## config.mk

```make
export PLATFORM = sky130hd
export DESIGN_NAME = no_repeat_random_picker
export DESIGN_NICKNAME = d
export VERILOG_FILES = /design/src/rtl/core/nrp_pkg.sv /design/src/rtl/core/nrp_word_unit.sv /design/src/rtl/core/no_repeat_random_picker.sv
export SDC_FILE = /design/constraint.sdc
export NUM_CORES = 1
export LEC_CHECK = 0
export CORE_ASPECT_RATIO = 0.8
export CORE_MARGIN = 2
export CORE_UTILIZATION = 40
export DETAILED_ROUTE_END_ITERATION = 10
export DONT_BUFFER_PORTS = 1
export MAX_ROUTING_LAYER = met4
export PLACE_DENSITY = 0.58
export SYNTH_ARGS = -nofsm -noshare
export SYNTH_HDL_FRONTEND = slang
export SYNTH_SLANG_ARGS = --single-unit
```

## constraint.sdc

```tcl
create_clock -name clk -period 10.5 [get_ports clk]
set_input_delay 0.525 -clock clk [delete_from_list [all_inputs] [get_ports clk]]
set_output_delay 0.525 -clock clk [all_outputs]
set_load 0.01 [all_outputs]
```

## src/rtl/core/nrp_pkg.sv

```systemverilog
// nrp_pkg: shared constants, types and codes of the no-repeat random picker.
// Used by nrp_word_unit and no_repeat_random_picker; depends on nothing.
package nrp_pkg;

	// list size and field widths
	localparam int MAX_ENTRIES = 256;
	localparam int FRAC_W      = 16;
	localparam int CUR_W       = 8;
	localparam int PICK_W      = 8;
	localparam int ECOUNT_W    = 9;
	localparam int CFG_IDX_W   = 2;
	localparam int CFG_DATA_W  = 9;

	// count of entries in use, 0..MAX_ENTRIES
	localparam int CNT_W = $clog2(MAX_ENTRIES + 1);

	// used map is scanned one word at a time
	localparam int WORD_W    = 16;
	localparam int BIT_W     = $clog2(WORD_W);
	localparam int NUM_WORDS = (MAX_ENTRIES + WORD_W - 1) / WORD_W;
	localparam int WSEL_W    = (NUM_WORDS > 1) ? $clog2(NUM_WORDS) : 1;
	localparam int MARK_W    = NUM_WORDS * WORD_W;
	localparam int MIDX_W    = WSEL_W + BIT_W;
	localparam int FCNT_W    = $clog2(WORD_W + 1);

	// configuration register indexes
	localparam logic [CFG_IDX_W-1:0] REG_ENABLE  = 2'd0;
	localparam logic [CFG_IDX_W-1:0] REG_SHUFFLE = 2'd1;
	localparam logic [CFG_IDX_W-1:0] REG_COUNT   = 2'd2;

	typedef enum logic [6:0] {
		S_IDLE   = 7'b0000001,
		S_COUNT  = 7'b0000010,
		S_REFILL = 7'b0000100,
		S_MUL    = 7'b0001000,
		S_SCANW  = 7'b0010000,
		S_SCANB  = 7'b0100000,
		S_DONE   = 7'b1000000
	} state_t;

	// request to the word unit: one word of used marks and where it sits
	typedef struct packed {
		logic [WORD_W-1:0] marks;
		logic [WSEL_W-1:0] sel;
		logic [CNT_W-1:0]  n;
	} word_req_t;

	// free entries of that word below the count, and how many
	typedef struct packed {
		logic [WORD_W-1:0] free;
		logic [FCNT_W-1:0] cnt;
	} word_rsp_t;

endpackage

```

## src/rtl/core/nrp_word_unit.sv

```systemverilog
// nrp_word_unit: masks one word of the used map to entries below the count
// and counts the free ones. Depends on nrp_pkg.
module nrp_word_unit import nrp_pkg::*; (
	input  word_req_t req,
	output word_rsp_t rsp
);

	localparam int CW = MIDX_W + CNT_W;
	localparam int NIB_W = $clog2(5);

	logic [WORD_W-1:0] free;
	logic [NIB_W-1:0]  nib [WORD_W/4];
	logic [FCNT_W-1:0] total;

	always_comb begin
		logic [MIDX_W-1:0] idx;
		for (int b = 0; b < WORD_W; b++) begin
			idx = {req.sel, BIT_W'(b)};
			free[b] = ~req.marks[b] & (CW'(idx) < CW'(req.n));
		end
	end

	// nibble counts, then a short sum
	always_comb begin
		for (int g = 0; g < WORD_W / 4; g++) begin
			nib[g] = '0;
			for (int j = 0; j < 4; j++) begin
				nib[g] = nib[g] + NIB_W'(free[4*g + j]);
			end
		end
		total = '0;
		for (int g = 0; g < WORD_W / 4; g++) begin
			total = total + FCNT_W'(nib[g]);
		end
	end

	assign rsp.free = free;
	assign rsp.cnt  = total;

endmodule

```

## src/rtl/core/no_repeat_random_picker.sv

```systemverilog
// no_repeat_random_picker: top level, sequencer, used map and output register.
// Depends on nrp_pkg and nrp_word_unit.
//
// Each input item (rand_fraction, current_known, current_index) yields one
// result item (pick_valid, pick_index). Shuffle mode walks a 256-entry used
// map, 16 entries per cycle, through a single word unit (mask + popcount):
//   - pass 1 looks for any free entry below the count,
//   - an optional refill clears the map but for the last pick, if any,
//   - one 16x9 multiply gives the rank k of the pick,
//   - pass 2 adds up free counts word by word until rank k lies in a word,
//     then that word is searched up to the rank,
//   - the pick is marked used and the done state loads the output register.
// Disabled, zero-entry, single-entry and sequential items go from the idle
// state straight to the done state, with no scan.
// in_ready is high only while the sequencer is idle; one item at a time.
// The result sits in an output register; if the receiver stalls, the next
// item is still accepted and processed, and holds in the done state until
// the output register frees up.
// Reset: enable=1, shuffle_mode=1, entry_count=0, used map clear, no last
// pick. Configuration writes are always taken (cfg_ready is tied high).
module no_repeat_random_picker import nrp_pkg::*; (
	input  logic                  clk,
	input  logic                  arst_n,
	// request channel
	input  logic                  in_valid,
	output logic                  in_ready,
	input  logic [FRAC_W-1:0]     rand_fraction,
	input  logic                  current_known,
	input  logic [CUR_W-1:0]      current_index,
	// result channel
	output logic                  out_valid,
	input  logic                  out_ready,
	output logic                  pick_valid,
	output logic [PICK_W-1:0]     pick_index,
	// configuration write channel
	input  logic                  cfg_valid,
	output logic                  cfg_ready,
	input  logic [CFG_IDX_W-1:0]  cfg_index,
	input  logic [CFG_DATA_W-1:0] cfg_data
);

	localparam int CMP_W = CUR_W + CNT_W + MIDX_W;
	localparam int SUM_W = CNT_W + 1;
	localparam int PROD_W = FRAC_W + CNT_W;
	localparam logic [WSEL_W-1:0] LAST_WORD = WSEL_W'(NUM_WORDS - 1);
	localparam logic [BIT_W-1:0]  LAST_BIT  = BIT_W'(WORD_W - 1);

	// control state
	state_t              state_q;
	logic                out_valid_q;
	logic                enable_q;
	logic                shuffle_q;
	logic [ECOUNT_W-1:0] entry_count_q;
	logic [MARK_W-1:0]   marks_q;
	logic [CNT_W-1:0]    unused_q;
	logic                last_valid_q;
	logic [MIDX_W-1:0]   last_index_q;

	// per-item working registers
	logic [FRAC_W-1:0]   frac_q;
	logic                known_q;
	logic [CUR_W-1:0]    cur_q;
	logic [CNT_W-1:0]    n_q;
	logic [CNT_W-1:0]    k_q;
	logic [CNT_W-1:0]    seen_q;
	logic [WSEL_W-1:0]   word_q;
	logic [WSEL_W-1:0]   last_word_q;
	logic [BIT_W-1:0]    bit_q;
	logic [FCNT_W-1:0]   r_q;
	logic [MIDX_W-1:0]   found_q;
	logic                res_valid_q;
	logic [MIDX_W-1:0]   res_idx_q;
	logic                pick_valid_q;
	logic [MIDX_W-1:0]   pick_index_q;

	word_req_t           wreq;
	word_rsp_t           wrsp;

	logic [CNT_W-1:0]    n_in;
	logic                known_in;
	logic [MIDX_W-1:0]   seq_pick;
	logic                hit;
	logic                eff_lv;
	logic [MIDX_W-1:0]   eff_li;
	logic                eff_mark;
	logic [PROD_W-1:0]   prod;
	logic                out_load;

	// active count, clamped to the map size
	assign n_in = (CMP_W'(entry_count_q) < CMP_W'(MAX_ENTRIES)) ?
		CNT_W'(entry_count_q) : CNT_W'(MAX_ENTRIES);
	// a current index at or past the count counts as unknown
	assign known_in = current_known & (CMP_W'(current_index) < CMP_W'(n_in));
	// sequential mode: next entry, wrapping
	assign seq_pick = ((CMP_W'(current_index) + CMP_W'(1)) >= CMP_W'(n_in)) ?
		'0 : MIDX_W'(CMP_W'(current_index) + CMP_W'(1));

	// shared word unit: pass 1, pass 2 and the bit search all read word_q
	assign wreq.marks = marks_q[{word_q, BIT_W'(0)} +: WORD_W];
	assign wreq.sel   = word_q;
	assign wreq.n     = n_q;

	nrp_word_unit u_word (
		.req (wreq),
		.rsp (wrsp)
	);

	// rank k falls inside the current word
	assign hit = (SUM_W'(seen_q) + SUM_W'(wrsp.cnt)) > SUM_W'(k_q);

	// refill: an unknown last pick takes the current entry
	assign eff_lv   = last_valid_q | known_q;
	assign eff_li   = last_valid_q ? last_index_q : MIDX_W'(cur_q);
	assign eff_mark = eff_lv & (CMP_W'(eff_li) < CMP_W'(n_q));

	assign prod = PROD_W'(frac_q) * PROD_W'(unused_q);

	assign out_load = (state_q == S_DONE) & (~out_valid_q | out_ready);

	assign in_ready   = (state_q == S_IDLE);
	assign cfg_ready  = 1'b1;
	assign out_valid  = out_valid_q;
	assign pick_valid = pick_valid_q;
	assign pick_index = PICK_W'(pick_index_q);

	// configuration registers
	always_ff @(posedge clk or negedge arst_n) begin
		if (!arst_n) begin
			enable_q      <= 1'b1;
			shuffle_q     <= 1'b1;
			entry_count_q <= '0;
		end else if (cfg_valid) begin
			case (cfg_index)
				REG_ENABLE:  enable_q      <= cfg_data[0];
				REG_SHUFFLE: shuffle_q     <= cfg_data[0];
				REG_COUNT:   entry_count_q <= ECOUNT_W'(cfg_data);
				default: ;
			endcase
		end
	end

	// sequencer and picker state
	always_ff @(posedge clk or negedge arst_n) begin
		if (!arst_n) begin
			state_q      <= S_IDLE;
			out_valid_q  <= 1'b0;
			marks_q      <= '0;
			unused_q     <= '0;
			last_valid_q <= 1'b0;
			last_index_q <= '0;
		end else begin
			if (out_load) begin
				out_valid_q <= 1'b1;
			end else if (out_ready) begin
				out_valid_q <= 1'b0;
			end
			case (state_q)
				S_IDLE: begin
					if (in_valid) begin
						state_q <= S_DONE;
						if (!enable_q) begin
							// disabled: state untouched
						end else if (n_in == '0) begin
							last_valid_q <= 1'b0;
							last_index_q <= '0;
						end else if (shuffle_q && n_in >= CNT_W'(2)) begin
							state_q <= S_COUNT;
						end else if (shuffle_q) begin
							// one entry: always entry 0
							last_valid_q <= 1'b1;
							last_index_q <= '0;
						end else if (known_in) begin
							last_valid_q <= 1'b1;
							last_index_q <= seq_pick;
						end else begin
							last_valid_q <= 1'b0;
							last_index_q <= '0;
						end
					end
				end
				S_COUNT: begin
					if (wrsp.cnt != '0) begin
						state_q <= (unused_q == '0) ? S_REFILL : S_MUL;
					end else if (word_q == LAST_WORD) begin
						state_q <= S_REFILL;
					end
				end
				S_REFILL: begin
					if (eff_mark) begin
						marks_q  <= MARK_W'(1) << eff_li;
						unused_q <= n_q - CNT_W'(1);
					end else begin
						marks_q  <= '0;
						unused_q <= n_q;
					end
					last_valid_q <= eff_lv;
					last_index_q <= eff_li;
					state_q <= S_MUL;
				end
				S_MUL: begin
					state_q <= S_SCANW;
				end
				S_SCANW: begin
					if (hit || word_q == LAST_WORD) begin
						state_q <= S_SCANB;
					end
				end
				S_SCANB: begin
					if ((wrsp.free[bit_q] && r_q == '0) || bit_q == LAST_BIT) begin
						state_q <= S_DONE;
						// found_q is not yet updated for this bit; the pick is marked below
					end
				end
				S_DONE: begin
					if (out_load) begin
						state_q <= S_IDLE;
					end
				end
				default: state_q <= S_IDLE;
			endcase
			// shuffle pick: mark it once, on entry to the done state
			if (state_q == S_SCANB &&
				((wrsp.free[bit_q] && r_q == '0) || bit_q == LAST_BIT)) begin
				if (wrsp.free[bit_q]) begin
					marks_q[{word_q, bit_q}] <= 1'b1;
					last_index_q <= {word_q, bit_q};
				end else begin
					marks_q[found_q] <= 1'b1;
					last_index_q <= found_q;
				end
				last_valid_q <= 1'b1;
				if (unused_q != '0) begin
					unused_q <= unused_q - CNT_W'(1);
				end
			end
		end
	end

	// per-item datapath
	always_ff @(posedge clk) begin
		case (state_q)
			S_IDLE: begin
				if (in_valid) begin
					frac_q  <= rand_fraction;
					known_q <= known_in;
					cur_q   <= current_index;
					n_q     <= n_in;
					word_q  <= '0;
					if (!enable_q || n_in == '0) begin
						res_valid_q <= 1'b0;
						res_idx_q   <= '0;
					end else if (shuffle_q) begin
						res_valid_q <= 1'b1;
						res_idx_q   <= '0;
					end else if (known_in) begin
						res_valid_q <= 1'b1;
						res_idx_q   <= seq_pick;
					end else begin
						res_valid_q <= 1'b0;
						res_idx_q   <= '0;
					end
				end
			end
			S_COUNT: begin
				word_q <= word_q + WSEL_W'(1);
			end
			S_MUL: begin
				// rank of the pick among free entries
				k_q         <= prod[FRAC_W +: CNT_W];
				word_q      <= '0;
				seen_q      <= '0;
				last_word_q <= '0;
			end
			S_SCANW: begin
				bit_q <= '0;
				if (wrsp.cnt != '0) begin
					last_word_q <= word_q;
				end
				if (hit) begin
					r_q <= FCNT_W'(k_q - seen_q);
				end else if (word_q == LAST_WORD) begin
					// stale count: take the last free entry there is
					r_q <= '1;
					if (wrsp.cnt == '0) begin
						word_q <= last_word_q;
					end
				end else begin
					seen_q <= seen_q + CNT_W'(wrsp.cnt);
					word_q <= word_q + WSEL_W'(1);
				end
			end
			S_SCANB: begin
				bit_q <= bit_q + BIT_W'(1);
				if (wrsp.free[bit_q]) begin
					found_q <= {word_q, bit_q};
					if (r_q != '0) begin
						r_q <= r_q - FCNT_W'(1);
					end
				end
				if ((wrsp.free[bit_q] && r_q == '0) || bit_q == LAST_BIT) begin
					res_valid_q <= 1'b1;
					res_idx_q   <= wrsp.free[bit_q] ? {word_q, bit_q} : found_q;
				end
			end
			S_DONE: begin
				if (out_load) begin
					pick_valid_q <= res_valid_q;
					pick_index_q <= res_idx_q;
				end
			end
			default: ;
		endcase
	end

endmodule

```

==> metrics.cfg, run 1 <==
[finish]
multi_input_area_mm2 = 0.0181
fin_cells = 4178
post-route-util_pct = 44.0
drive_above_1_share_pct = 8.47
area_growth_pct = 8.35
fillers = 7259
nets = 3404
register_area_mm2 = 0.0102

[logic_synthesis]
synth_top_area_share_pct = 24.1
syn_area_mm2 = 0.0301
synth-async-reset-ratio_pct = 75.5
ys_types = 78
synth-seq-cells = 388
yosys.area.top_type = dfrtp_1
synth_edf_count = 95
synthesis.nets = 3568
synthCells = 3303
ys_top_cells_by_area = dfrtp_1, edfxtp_1, mux2i_1
yosys_warnings = 0
synthTopCellsByCount = nor2_1, dfrtp_1, mux2i_1
avgSynthCellArea_um2 = 9.11
synth_ff_type = dfrtp_1
yosysSeqAreaShare_pct = 33.9
synth_most_common_cell = nor2_1

[timing]
worstMarginPinSlew_ns = 1.40
slew_headroom_pct = 6.52
clock_skew_ns = 0.0493
finalHoldViolCount = 51
max_freq_mhz = 111
slew_viol_final = 0
fin_crit_sh_pct = 86.0
whs_ns = -0.0960
final-setup-viol-count = 0
fin_crit_ns = 9.03
fin_tns_setup_ns = 0
grt_setup_unrepaired = no

[die]
initial_core_util_pct = 40.6
die_width_um = 311
die_h_um = 249
rows = 89
core_mm2 = 0.0741
die-area_mm2 = 0.0774
ioPinCount = 53

[worst_setup_path]
required_ns = 10.74
cp_max_fo = 30
critPathLaunchType = flip-flop
r2r_cells = 31
worstPathArrival_ns = 9.27
slowest_delay_ns = 0.60
cp_slowest_cell = buf_4
crit_path_end_kind = flip-flop
criticalPathCategory = flip-flop to flip-flop
worst_path_most_repeated_cell = ha_1

[clock_tree]
htree_levels = 2
clk_path_buf_depth = 3
numCtsBuffers = 46
cts.sinks = 388
clock_latency_ns = 0.62
cts_tree = yes
path_clk_slew_ns = 0.06
cts-root-buf = clkbuf_16

[placement]
dp_hpwl_mm = 72.4
gp_congestion = 0.987
dp_cells = 4072
port_buffers = 0

[flow_run]
cap_violations = 0

[run_status]
violations = negative hold slack
status = finished, violations left

[pwr]
max-vdd-ir-drop_mv = 1.36
power_density_mw_per_mm2 = 395
power_uw = 12900
cellLeakagePower_uw = 0.0128

[route]
detail_route.iter0.violations = 3502
drtPass1Iterations = 6
num_vias = 26300
wire_per_inst_um = 27.6
drc = 0
ant_nets = 0
avgViaCountPerCell = 6.30
wirelength_mm = 115

[global_routing]
antenna_found_initial = 2
grt_pass1_vias = 25000
grt-ovfl-total = 0
grt.total_usage_pct = 30.0
grt_pass1_wl_mm = 172
grt_max_degree = 294

[worst_hold_path]
hp-class = input port to async pin

[report_power, final]
part           total, uW  internal, uW  switching (uW)
Clock               1710           986             726
Combinational       9210          3910            5300
Sequential          1960          1750             206
Total              12900          6640            6230
[flip-flops by register name, indices dropped and copies added, names as in the netlist, 4 cells and up]
name,cells
bit_q,4
cur_q,8
entry_count_q,9
found_q,8
frac_q,16
k_q,9
last_index_q,8
last_word_q,4
marks_q,256
n_q,9
pick_index,8
r_q,5
res_idx_q,8
seen_q,9
state_q,7
unused_q,9
word_q,4
[cell families (layout without fill, tap and decap cells)]
| kind of cell | Yosys count | count (layout) | share of synthesized area (%) |
|---|---|---|---|
| AO/OA/AOI/OAI | 767 | 767 | 16.9 |
| XOR/XNOR | 40 | 40 | 1.16 |
| adder cells (fa/ha/maj) | 224 | 224 | 12.0 |
| buffers and inverters | 479 | 352 | 6.43 |
| flip-flops | 388 | 388 | 33.9 |
| multiplexers | 327 | 327 | 13.2 |
| other | 1 | 2 | 0.0125 |
| AND/OR/NAND/NOR | 1077 | 1077 | 16.3 |
[critical path, delay by kind of cell, from the launching register on]
| kind | cells | cell delay, ns |
|---|---|---|
| and+or+nand+nor | 9 | 1.61 |
| xor gates and xnor gates | 2 | 0.36 |
| AOI/OAI and AO/OA | 4 | 0.90 |
| buffers and inverters | 4 | 0.81 |
| muxes | 3 | 1.29 |
| adders and majority gates | 9 | 3.21 |
| DFF | 1 | 0.47 |
[metal layers]
metal  routed length [um]  GRT usage, %  vias to the layer above
li1                     -             -                    11400
met4                 4510          10.5                        0
met3                12900          6.64                      297
met5                    0             -                        -
met2                47200          40.8                     1483
met1                50500          43.5                    13100
[worst paths after layout]
kind                                                to  slack (ns)                   start
max in group asynchronous  last_index_q[2]$_DFFE_PN0P_        9.28                  arst_n
max                                word_q[0]$_DFFE_PP_        1.47     word_q[0]$_DFFE_PP_
max reg2reg                        word_q[0]$_DFFE_PP_        1.47     word_q[0]$_DFFE_PP_
min                             marks_q[233]$_DFF_PN0_        -0.1                  arst_n
min in group clk                  frac_q[13]$_DFFE_PP_        0.03       rand_fraction[13]
min reg2reg                    pick_index[6]$_DFFE_PP_        0.45  res_idx_q[6]$_DFFE_PP_
[placed cells by master, fill, tap and decap left out, drive strengths merged, types with 9 or more instances in the layout]
| master | netlist | layout |
|---|---|---|
| o21a | 10 | 10 |
| xnor2 | 22 | 22 |
| mux2i | 247 | 247 |
| nand4 | 20 | 20 |
| nor4 | 15 | 15 |
| and2 | 67 | 67 |
| inv | 174 | 177 |
| a21o | 17 | 17 |
| nand3 | 39 | 39 |
| and3 | 13 | 13 |
| o22ai | 17 | 17 |
| a21oi | 44 | 44 |
| mux2 | 26 | 26 |
| dlygate4sd3 | 0 | 18 |
| a211oi | 54 | 54 |
| o21ai | 293 | 293 |
| nand2b | 12 | 12 |
| fa | 109 | 109 |
| nor2 | 542 | 542 |
| clkinv | 3 | 14 |
| mux4 | 54 | 54 |
| or4 | 54 | 54 |
| nor3 | 31 | 31 |
| dfrtp | 290 | 290 |
| edfxtp | 95 | 95 |
| a221o | 48 | 48 |
| clkbuf | 235 | 65 |
| ha | 115 | 115 |
| nand2 | 215 | 215 |
| a22oi | 212 | 212 |
| xor2 | 18 | 18 |
| nor2b | 21 | 21 |
| buf | 67 | 72 |
| nor3b | 9 | 9 |
[what timing repair did]
action | 4_1_cts | 5_1_grt
gates resized for setup | 0 | 0
hold endpoints to repair | 311 | 0
setup endpoints to repair | 0 | 0
setup buffers | 0 | 0
hold buffers | 19 | 0
[layout make-up]
type	count	share of cell area, %
Multi-Input combinational cell	2436	55.5
Clock inverter	20	0.791
Timing Repair Buffer	90	2.45
Sequential cell	388	31.3
Clock buffer	65	4.06
Tap cell	1001	3.84
Antenna cell	1	0.00768
Inverter	177	2.04
[through the flow]
step	setup slack, ns	instance area (um2)
2_1_floorplan	2.38	30100
3_3_place_gp	1.55	30800
3_5_place_dp	1.47	30800
4_1_cts	1.47	32600
5_1_grt	0.864	32600
6_report	1.47	32600
Note: power is estimated with default switching activity, not from simulation.
==> run 2, diff against run 1 <==
CORE_UTILIZATION = 25   (was 40)
PLACE_DENSITY = 0.42   (was 0.58)
clock period = 9.08 ns   (was 10.5 ns; I/O delays follow)
==> metrics.cfg, run 2 (same netlist as run 1, synthesis figures left out) <==
[timing]
final-setup-viol-count = 0  ; unchanged
fin_tns_setup_ns = 0  ; unchanged
max_freq_mhz = 119  ; +7.7%
fin_crit_ns = 8.39  ; -0.644 ns
grt_setup_unrepaired = no
fin_crit_sh_pct = 92.4  ; +6.4 points
finalHoldViolCount = 0  ; -100%
slew_headroom_pct = 18.5  ; +12 points
slew_viol_final = 0  ; unchanged
clock_skew_ns = 0.0455  ; -0.00381 ns
worstMarginPinSlew_ns = 1.22  ; -0.178 ns

[worst_setup_path]
cp_max_fo = 27  ; -10%
startpoint = word_q[0]$_DFFE_PP_
criticalPathCategory = flip-flop to flip-flop
cp_slowest_cell = mux4_2
worstReg2RegEnd = word_q[2]$_DFFE_PP_
worstPathArrival_ns = 8.74  ; -0.53 ns
critPathLaunchType = flip-flop
worst_path_most_repeated_cell = ha_1
crit-reg2reg-launch = word_q[0]$_DFFE_PP_
slowest_delay_ns = 0.54  ; -0.06 ns
crit_path_end_kind = flip-flop
rrSetupSlack_ns = 0.69  ; -0.78 ns
required_ns = 9.43  ; -1.31 ns
r2r_cells = 34  ; +9.7%

[route]
wirelength_mm = 131  ; +14%
wire_per_inst_um = 27.1  ; -1.8%
avgViaCountPerCell = 5.47  ; -13%
detail_route.iter0.violations = 2595  ; -26%
ant_nets = 0  ; unchanged
num_vias = 26500  ; +0.46%
drc = 0  ; unchanged
drtPass1Iterations = 5  ; -1

[clock_tree]
clk_path_buf_depth = 3  ; unchanged
cts.sinks = 388  ; unchanged
cts-root-buf = clkbuf_16
cts_tree = yes
htree_levels = 2  ; unchanged
path_clk_slew_ns = 0.06  ; about the same
numCtsBuffers = 51  ; +11%
clock_latency_ns = 0.64  ; +0.02 ns

[finish]
final_cell_mix = nor2_1, dfrtp_1, mux2i_1
largest_reg_flops = 256  ; unchanged
final_common_cell = nor2_1
top_regs = marks_q x256, frac_q x16
nets = 3448  ; +1.3%
area_growth_pct = 12.4
drive_above_1_share_pct = 9.62  ; +1.1 points
fillers = 12700  ; +75%
regMostFlops = marks_q

[global_routing]
grt_pass1_vias = 25700  ; +2.7%
antenna_found_initial = 5  ; +3
grt_pass1_wl_mm = 192  ; +11%
grt_max_degree = 294  ; unchanged
grt-ovfl-total = 0  ; unchanged
grt.total_usage_pct = 21.7  ; -8.3 points

[worst_hold_path]
holdPathEnd = res_idx_q[0]$_DFFE_PP_
worst_hold_path.num_cells = 1
worstHoldStart = current_index[0]
hp-class = input port to flip-flop

[flow_run]
cap_violations = 0  ; unchanged

[pwr]
power_density_mw_per_mm2 = 475  ; +20%
power_uw = 16100  ; +25%
max-vdd-ir-drop_mv = 1.10  ; -19%
cellLeakagePower_uw = 0.0130  ; +1.6%

[run_status]
status = finished clean

[die]
rows = 113  ; +27%
ioPinCount = 53  ; unchanged
core_mm2 = 0.119  ; +61%
die_h_um = 314  ; +26%
die-area_mm2 = 0.123  ; +59%
initial_core_util_pct = 25.3  ; -15 points
die_width_um = 392  ; +26%

[placement]
port_buffers = 0  ; unchanged
dp_hpwl_mm = 84.8  ; +17%
gp_congestion = 0.987  ; about the same

[run 2: per-layer routing]
layer	global-route usage [%]	routed length [um]	vias to the layer above
met3	2.68	8550	191
met1	31.8	62000	13700
li1	-	-	11500
met5	-	0	-
met2	30.9	56500	1023
met4	6.30	3790	0
[run 2: cell type report]
cell class	count	area, um2	area share, %
multi-input combinational	2436	18100	53.6
sequential	388	10200	30.1
tap	1610	2010	5.96
clock buffer	75	1460	4.31
timing repair buffer	129	1130	3.35
inverter	177	664	1.96
clock inverter	18	209	0.618
antenna	5	12.5	0.0370
[run 2: what timing repair did]
action                     CTS  global route
setup endpoints to repair    0            18
resized for setup            0             2
hold buffers                34             1
setup buffers                0             2
hold endpoints to repair   328            98
[run 2: per-stage QoR]
step,utilization [%],cell area [um2],instances,hold WS [ns],worst slack (ns)
2_1_floorplan,-,30100,3303,0.158,0.963
3_3_place_gp,26.6,31700,4702,0.223,0.454
3_5_place_dp,26.6,31700,4702,0.222,0.370
4_1_cts,28.3,33700,4829,0.0165,0.309
5_1_grt,28.4,33800,4835,0.0283,0.0643
6_report,28.4,33800,4838,0.0466,0.692
[run 2: how the worst max path moves through the flow]
stage	to	slack [ns]	cells after the start
floorplan	word_q[0]$_DFFE_PP_	0.96	35
global route	word_q[2]$_DFFE_PP_	0.06	34
detailed placement	seen_q[7]$_SDFFCE_PP0P_	0.37	32
finish	word_q[2]$_DFFE_PP_	0.69	34
global placement	word_q[2]$_DFFE_PP_	0.45	31
CTS	seen_q[7]$_SDFFCE_PP0P_	0.31	32
[run 2: power breakdown]
part / total [uW] / leakage (uW) / internal (uW) / switching (uW)
combinational: 11700 / 0.00724 / 4940 / 6760
sequential: 2290 / 0.00492 / 2080 / 213
clock: 2070 / 0.000815 / 1200 / 870
total: 16100 / 0.0130 / 8220 / 7850
[run 2: worst max-delay path: cells and delay by family, from the launching register on]
kind | cells | cell delay [ns]
AOI/OAI and AO/OA | 6 | 1.20
xor gates and xnor gates | 2 | 0.36
adders and majority gates | 9 | 3.17
buffers and inverters | 6 | 0.89
DFF | 1 | 0.43
muxes | 1 | 0.54
and+or+nand+nor | 10 | 1.49
